--- config.mk ---
export PLATFORM = sky130hd
export DESIGN_NAME = xoshiro256ss_generator_top
export DESIGN_NICKNAME = d
export VERILOG_FILES = /design/src/design/xs256_pkg.sv /design/src/design/xoshiro256ss_generator_top.sv
export SDC_FILE = /design/constraint.sdc
export NUM_CORES = 2
export LEC_CHECK = 0
export ABC_AREA = 1
export BUFFER_PORTS_ARGS = -buffer_cell sky130_fd_sc_hd__buf_2
export CAP_MARGIN = 20
export CORE_MARGIN = 2
export CORE_UTILIZATION = 65
export DETAILED_ROUTE_END_ITERATION = 10
export PLACE_DENSITY = 0.91
export SKIP_LAST_GASP = 1
export SLEW_MARGIN = 0
export SYNTH_ARGS = -nofsm -noshare
export SYNTH_HDL_FRONTEND = slang
export SYNTH_SLANG_ARGS = --single-unit
export TNS_END_PERCENT = 20
--- constraint.sdc ---
create_clock -name clk -period 20.8 [get_ports clk]
set_input_delay 2.08 -clock clk [delete_from_list [all_inputs] [get_ports clk]]
set_output_delay 2.08 -clock clk [all_outputs]
set_load 0.02 [all_outputs]
--- src/design/xs256_pkg.sv ---
package xs256_pkg;

  localparam logic [63:0] GOLDEN_GAMMA = 64'h9E3779B97F4A7C15;
  localparam logic [63:0] MIX_MUL_A    = 64'hBF58476D1CE4E5B9;
  localparam logic [63:0] MIX_MUL_B    = 64'h94D049BB133111EB;

  localparam logic CMD_SEED = 1'b0;
  localparam logic CMD_DRAW = 1'b1;

  localparam int PC_W = 4;
  typedef logic [PC_W-1:0] pc_t;

  localparam pc_t PC_IDLE = 4'd0;
  localparam pc_t PC_SEED = 4'd1;
  localparam pc_t PC_WARM = 4'd10;
  localparam pc_t PC_DRAW = 4'd12;

  typedef enum logic [3:0] {
    OP_IDLE,
    OP_GAMMA,
    OP_MUL_LL,
    OP_MUL_HL,
    OP_MUL_LH,
    OP_XS27,
    OP_STORE,
    OP_DRAW_A,
    OP_DRAW_B,
    OP_WARM,
    OP_NOP
  } op_t;

  typedef enum logic [1:0] {
    COND_NONE,
    COND_ALWAYS,
    COND_IDX,
    COND_WARM
  } cond_t;

  typedef struct packed {
    op_t   op;
    logic  ksel;
    cond_t cond;
    pc_t   target;
  } uc_word_t;

  function automatic uc_word_t uc(input op_t op, input logic ksel, input cond_t cond,
                                  input pc_t target);
    uc_word_t w;
    w.op     = op;
    w.ksel   = ksel;
    w.cond   = cond;
    w.target = target;
    return w;
  endfunction

  function automatic uc_word_t uc_rom(input pc_t pc);
    uc_word_t w;
    case (pc)
      4'd0:    w = uc(OP_IDLE,   1'b0, COND_NONE,   PC_IDLE);
      4'd1:    w = uc(OP_GAMMA,  1'b0, COND_NONE,   PC_IDLE);
      4'd2:    w = uc(OP_MUL_LL, 1'b0, COND_NONE,   PC_IDLE);
      4'd3:    w = uc(OP_MUL_HL, 1'b0, COND_NONE,   PC_IDLE);
      4'd4:    w = uc(OP_MUL_LH, 1'b0, COND_NONE,   PC_IDLE);
      4'd5:    w = uc(OP_XS27,   1'b0, COND_NONE,   PC_IDLE);
      4'd6:    w = uc(OP_MUL_LL, 1'b1, COND_NONE,   PC_IDLE);
      4'd7:    w = uc(OP_MUL_HL, 1'b1, COND_NONE,   PC_IDLE);
      4'd8:    w = uc(OP_MUL_LH, 1'b1, COND_NONE,   PC_IDLE);
      4'd9:    w = uc(OP_STORE,  1'b0, COND_IDX,    PC_SEED);
      4'd10:   w = uc(OP_WARM,   1'b0, COND_WARM,   PC_WARM);
      4'd11:   w = uc(OP_NOP,    1'b0, COND_ALWAYS, PC_IDLE);
      4'd12:   w = uc(OP_DRAW_A, 1'b0, COND_NONE,   PC_IDLE);
      4'd13:   w = uc(OP_DRAW_B, 1'b0, COND_ALWAYS, PC_IDLE);
      default: w = uc(OP_NOP,    1'b0, COND_ALWAYS, PC_IDLE);
    endcase
    return w;
  endfunction

  function automatic logic [63:0] rotl45(input logic [63:0] v);
    return (v << 45) | (v >> 19);
  endfunction

  function automatic logic [63:0] rotl7(input logic [63:0] v);
    return (v << 7) | (v >> 57);
  endfunction

endpackage

--- src/design/xoshiro256ss_generator_top.sv ---
// channel | ports                          | accepted when
// in      | in_valid in_command in_seed    | in_valid && !in_stall
// out     | out_valid out_random_word      | out_valid && !out_stall
// A draw steps through dispatch, output scramble with state advance, and output multiply.
// A reseed runs four splitmix64 words through one shared 32x32 multiplier
// (nine microcode steps per word) and 16 warm-up steps.
// Reset clears the state words to zero; draws before the first reseed return zero.
// in_stall is high whenever the sequencer is not at its dispatch step.
// A draw waits at its last step while the output register holds an untaken word.
module xoshiro256ss_generator_top
  import xs256_pkg::*;
(
  input  logic        clk,
  input  logic        rst_n,
  input  logic        in_valid,
  output logic        in_stall,
  input  logic        in_command,
  input  logic [63:0] in_seed,
  output logic        out_valid,
  input  logic        out_stall,
  output logic [63:0] out_random_word
);

  pc_t         pc_r, pc_nxt;
  logic [1:0]  idx_r, idx_nxt;
  logic [3:0]  warm_r, warm_nxt;
  logic [63:0] s_r [4];
  logic [63:0] s_nxt [4];
  logic [63:0] ctr_r, ctr_nxt;
  logic [63:0] z_r, z_nxt;
  logic [63:0] acc_r, acc_nxt;
  logic [63:0] tmp_r, tmp_nxt;
  logic [63:0] out_r, out_nxt;
  logic        out_valid_r, out_valid_nxt;

  uc_word_t    uw;
  logic [63:0] k;
  logic [31:0] mul_a, mul_b;
  logic [63:0] prod;
  logic [63:0] ctr_add;
  logic [63:0] adv [4];
  logic        hold;

  assign uw = uc_rom(pc_r);
  assign k  = uw.ksel ? MIX_MUL_B : MIX_MUL_A;

  always_comb begin
    mul_a = z_r[31:0];
    mul_b = k[31:0];
    case (uw.op)
      OP_MUL_HL: mul_a = z_r[63:32];
      OP_MUL_LH: mul_b = k[63:32];
      default: ;
    endcase
  end

  assign prod    = {32'b0, mul_a} * {32'b0, mul_b};
  assign ctr_add = ctr_r + GOLDEN_GAMMA;

  always_comb begin
    adv[2] = s_r[2] ^ s_r[0];
    adv[3] = s_r[3] ^ s_r[1];
    adv[1] = s_r[1] ^ adv[2];
    adv[0] = s_r[0] ^ adv[3];
    adv[2] = adv[2] ^ (s_r[1] << 17);
    adv[3] = rotl45(adv[3]);
  end

  assign hold = (uw.op == OP_DRAW_B) && out_valid_r && out_stall;

  always_comb begin
    pc_nxt        = pc_r + 1'b1;
    idx_nxt       = idx_r;
    warm_nxt      = warm_r;
    s_nxt         = s_r;
    ctr_nxt       = ctr_r;
    z_nxt         = z_r;
    acc_nxt       = acc_r;
    tmp_nxt       = tmp_r;
    out_nxt       = out_r;
    out_valid_nxt = out_valid_r && out_stall;

    case (uw.cond)
      COND_ALWAYS: pc_nxt = uw.target;
      COND_IDX:    if (idx_r != '1) pc_nxt = uw.target;
      COND_WARM:   if (warm_r != '1) pc_nxt = uw.target;
      default: ;
    endcase

    case (uw.op)
      OP_IDLE: begin
        pc_nxt = PC_IDLE;
        if (in_valid) begin
          if (in_command == CMD_DRAW) begin
            pc_nxt = PC_DRAW;
          end else begin
            pc_nxt  = PC_SEED;
            ctr_nxt = in_seed;
          end
        end
      end
      OP_GAMMA: begin
        ctr_nxt = ctr_add;
        z_nxt   = ctr_add ^ (ctr_add >> 30);
      end
      OP_MUL_LL: acc_nxt = prod;
      OP_MUL_HL, OP_MUL_LH: acc_nxt = acc_r + {prod[31:0], 32'b0};
      OP_XS27: z_nxt = acc_r ^ (acc_r >> 27);
      OP_STORE: begin
        s_nxt[idx_r] = acc_r ^ (acc_r >> 31);
        idx_nxt      = idx_r + 1'b1;
      end
      OP_DRAW_A: begin
        tmp_nxt = rotl7(s_r[1] + (s_r[1] << 2));
        s_nxt   = adv;
      end
      OP_DRAW_B: begin
        if (hold) begin
          pc_nxt = pc_r;
        end else begin
          out_nxt       = tmp_r + (tmp_r << 3);
          out_valid_nxt = 1'b1;
        end
      end
      OP_WARM: begin
        s_nxt    = adv;
        warm_nxt = warm_r + 1'b1;
      end
      default: ;
    endcase
  end

  always_ff @(posedge clk) begin
    if (!rst_n) begin
      pc_r        <= PC_IDLE;
      idx_r       <= '0;
      warm_r      <= '0;
      out_valid_r <= 1'b0;
      for (int i = 0; i < 4; i++) s_r[i] <= '0;
    end else begin
      pc_r        <= pc_nxt;
      idx_r       <= idx_nxt;
      warm_r      <= warm_nxt;
      out_valid_r <= out_valid_nxt;
      s_r         <= s_nxt;
    end
    ctr_r <= ctr_nxt;
    z_r   <= z_nxt;
    acc_r <= acc_nxt;
    tmp_r <= tmp_nxt;
    out_r <= out_nxt;
  end

  assign in_stall        = (uw.op != OP_IDLE);
  assign out_valid       = out_valid_r;
  assign out_random_word = out_r;

endmodule

==> flow_summary.json <==
{
  "syn_area_per_cell_um2": 7.66,
  "routabilityCongestion": 1.10,
  "timing.fmax_mhz": 84.5,
  "place_inst": 10800,
  "pre_cts_ws_ns": 9.44,
  "die_h_um": 336,
  "start_util": 0.657,
  "crit_required_ns": 21.22,
  "gr-usage-met3": 0.244,
  "crit_fanout": 44,
  "vias_per_cell": 6.41,
  "first_pass_iters": 10,
  "io_buffers": 134,
  "synth-warning-count": 0,
  "finalSetupTns_ns": 0,
  "num_rows": 121,
  "multi_input_area_mm2": 0.0490,
  "hold_viol_final": 0,
  "cts_tree": "yes",
  "status": "finished, final reports clean",
  "setup_viol": 0,
  "cts_max_level": 3,
  "drv_cap": 0,
  "root_buffer": "clkbuf_16",
  "crit_slowest_cell": "o21ai_1",
  "final_nets": 10800,
  "synth_edf_count": 320,
  "worst_slew_pin_slew_ns": 1.28,
  "arrival_ns": 12.25,
  "path_clk_slew_ns": 0.06,
  "routed_wl_mm": 294,
  "hold_class": "flip-flop to flip-flop",
  "area_growth_pct": 6.24,
  "grt_util_met2": 0.730,
  "grt_use_total": 0.524,
  "timing_worst_setup_path_type": "flip-flop to flip-flop",
  "ys_ff_latch": 595,
  "final_max_slew_viol_count": 0,
  "grt-ovfl-total": 0,
  "slew_headroom": 0.141,
  "post_cts_buffers": 0,
  "antenna_found_initial": 18,
  "finalClockSkew_ns": 0.0596,
  "synth-main-ff-cell": "edfxtp_1",
  "postRouteAntennaNets": 0,
  "fin_ws_ns": 8.97,
  "worstSetupEndpointType": "flip-flop",
  "register_area_mm2": 0.0151,
  "drtIter0Drc": 11000,
  "clockBufferDepth": 3,
  "post-route-period-util": 0.569,
  "ctsResizeCount": 0,
  "dpl.hpwl_mm": 233,
  "die-area_mm2": 0.113,
  "synth-seq-area-share": 0.210,
  "vias": 70200,
  "use_met1": 0.629,
  "hold_buffers": 0,
  "syn_area_mm2": 0.0718,
  "nFillCells": 8708,
  "layout_commonest_cell": "inv_1",
  "die_w_um": 336,
  "final_cell_mix": "1758 x inv_1, 1721 x nand2_1, 1061 x nor2_1",
  "syn-instance-count": 9379,
  "numCtsBuffers": 68,
  "drive_gt1_frac": 0.0421,
  "gr-max-usage-layer": "met2",
  "post_dp_cell_area_mm2": 0.0739,
  "fin_area_mm2": 0.0763,
  "yosysUniqueCellTypes": 50,
  "grt_setup_unrepaired": "no",
  "post_drt_wl_per_cell_um": 26.9,
  "slowest_delay_ns": 1.05,
  "grt_pass1_wl_mm": 431,
  "insertion_delay_ns": 0.70,
  "drc": 0,
  "ios": 135,
  "cts_sinks": 595,
  "syn_nets": 10800,
  "final_cells": 11000,
  "grt_max_degree": 127,
  "start_kind": "flip-flop",
  "synthArstFlopShare": 0,
  "grt_pass1_vias": 68700,
  "min_period_ns": 11.83,
  "core-area_mm2": 0.109
}
-- critical path: cells and delay by family (launching register included) --
kind            cells  cell delay, ns
buf+inv            10            1.83
simple gates       12            2.67
flops               1            0.40
compound gates      4            1.46
fa+ha+maj          10            4.96
xor+xnor            1            0.21
-- cells by family after synthesis --
logic type                 after synthesis  synth area share
xor gates and xnor gates               400            0.0488
adders and majority gates             1328             0.318
AOI/OAI and AO/OA                     1415             0.109
and+or+nand+nor                       3604             0.206
buffers and inverters                 2037             0.109
DFF                                    595             0.210
-- stage by stage --
stage	util	hold WS [ns]
global placement	0.676	0.466
detailed placement	0.676	0.487
finish	0.698	0.510
floorplan	-	0.433
CTS	0.697	0.501
global route	0.698	0.511
-- cells in the mapped netlist (34+ instances only) --
cell	number	area, um^2
o21ai_0	541	2710
ha_1	503	6290
clkbuf_1	155	582
buf_2	77	385
xor2_1	298	2610
fa_1	825	16500
inv_1	1763	6620
nand4_1	58	363
a21oi_1	513	2570
o21bai_1	54	405
edfxtp_1	320	9610
nand2_1	1721	6460
a31oi_1	167	1040
nand3_1	429	2150
xnor2_1	102	893
nor2_1	1074	4030
dfxtp_1	275	5510
nor3_1	223	1120
or2_2	34	213
-- worst paths after layout --
kind / cells after the start / start / slack (ns) / endpoint
max reg2reg: 37 / uw[4] / 8.97 / acc_r[63]
max: 37 / uw[4] / 8.97 / acc_r[63]
min: 0 / tmp_r[2] / 0.51 / out_random_word[2]
min reg2reg: 0 / tmp_r[2] / 0.51 / out_random_word[2]
-- layout make-up --
type                            count  area share
Tap cell                         1476      0.0242
Clock buffer                       90      0.0250
Antenna cell                       15    0.000492
Inverter                         1786      0.0880
Multi-Input combinational cell   6747       0.642
Timing Repair Buffer              209      0.0170
Sequential cell                   595       0.198
Clock inverter                     32     0.00538
-- metal layers --
layer	up-vias	share of wire	wire (um)
met4	24	0.095	28100
met2	5984	0.40	118000
met5	-	0.0017	493
met1	32600	0.34	99400
li1	29800	-	-
met3	1675	0.17	48600
-- registers in the layout, indices dropped and copies added (netlist names) --
register / flops
uw: 8
out_valid: 1
s_r: 256
warm_r: 4
z_r: 64
ctr_r: 64
out_random_word: 64
acc_r: 64
pc_r: 4
tmp_r: 64
idx_r: 2
Power is not shown: default switching activity piles up to over one toggle a cycle in this logic, so the estimate is an artifact.
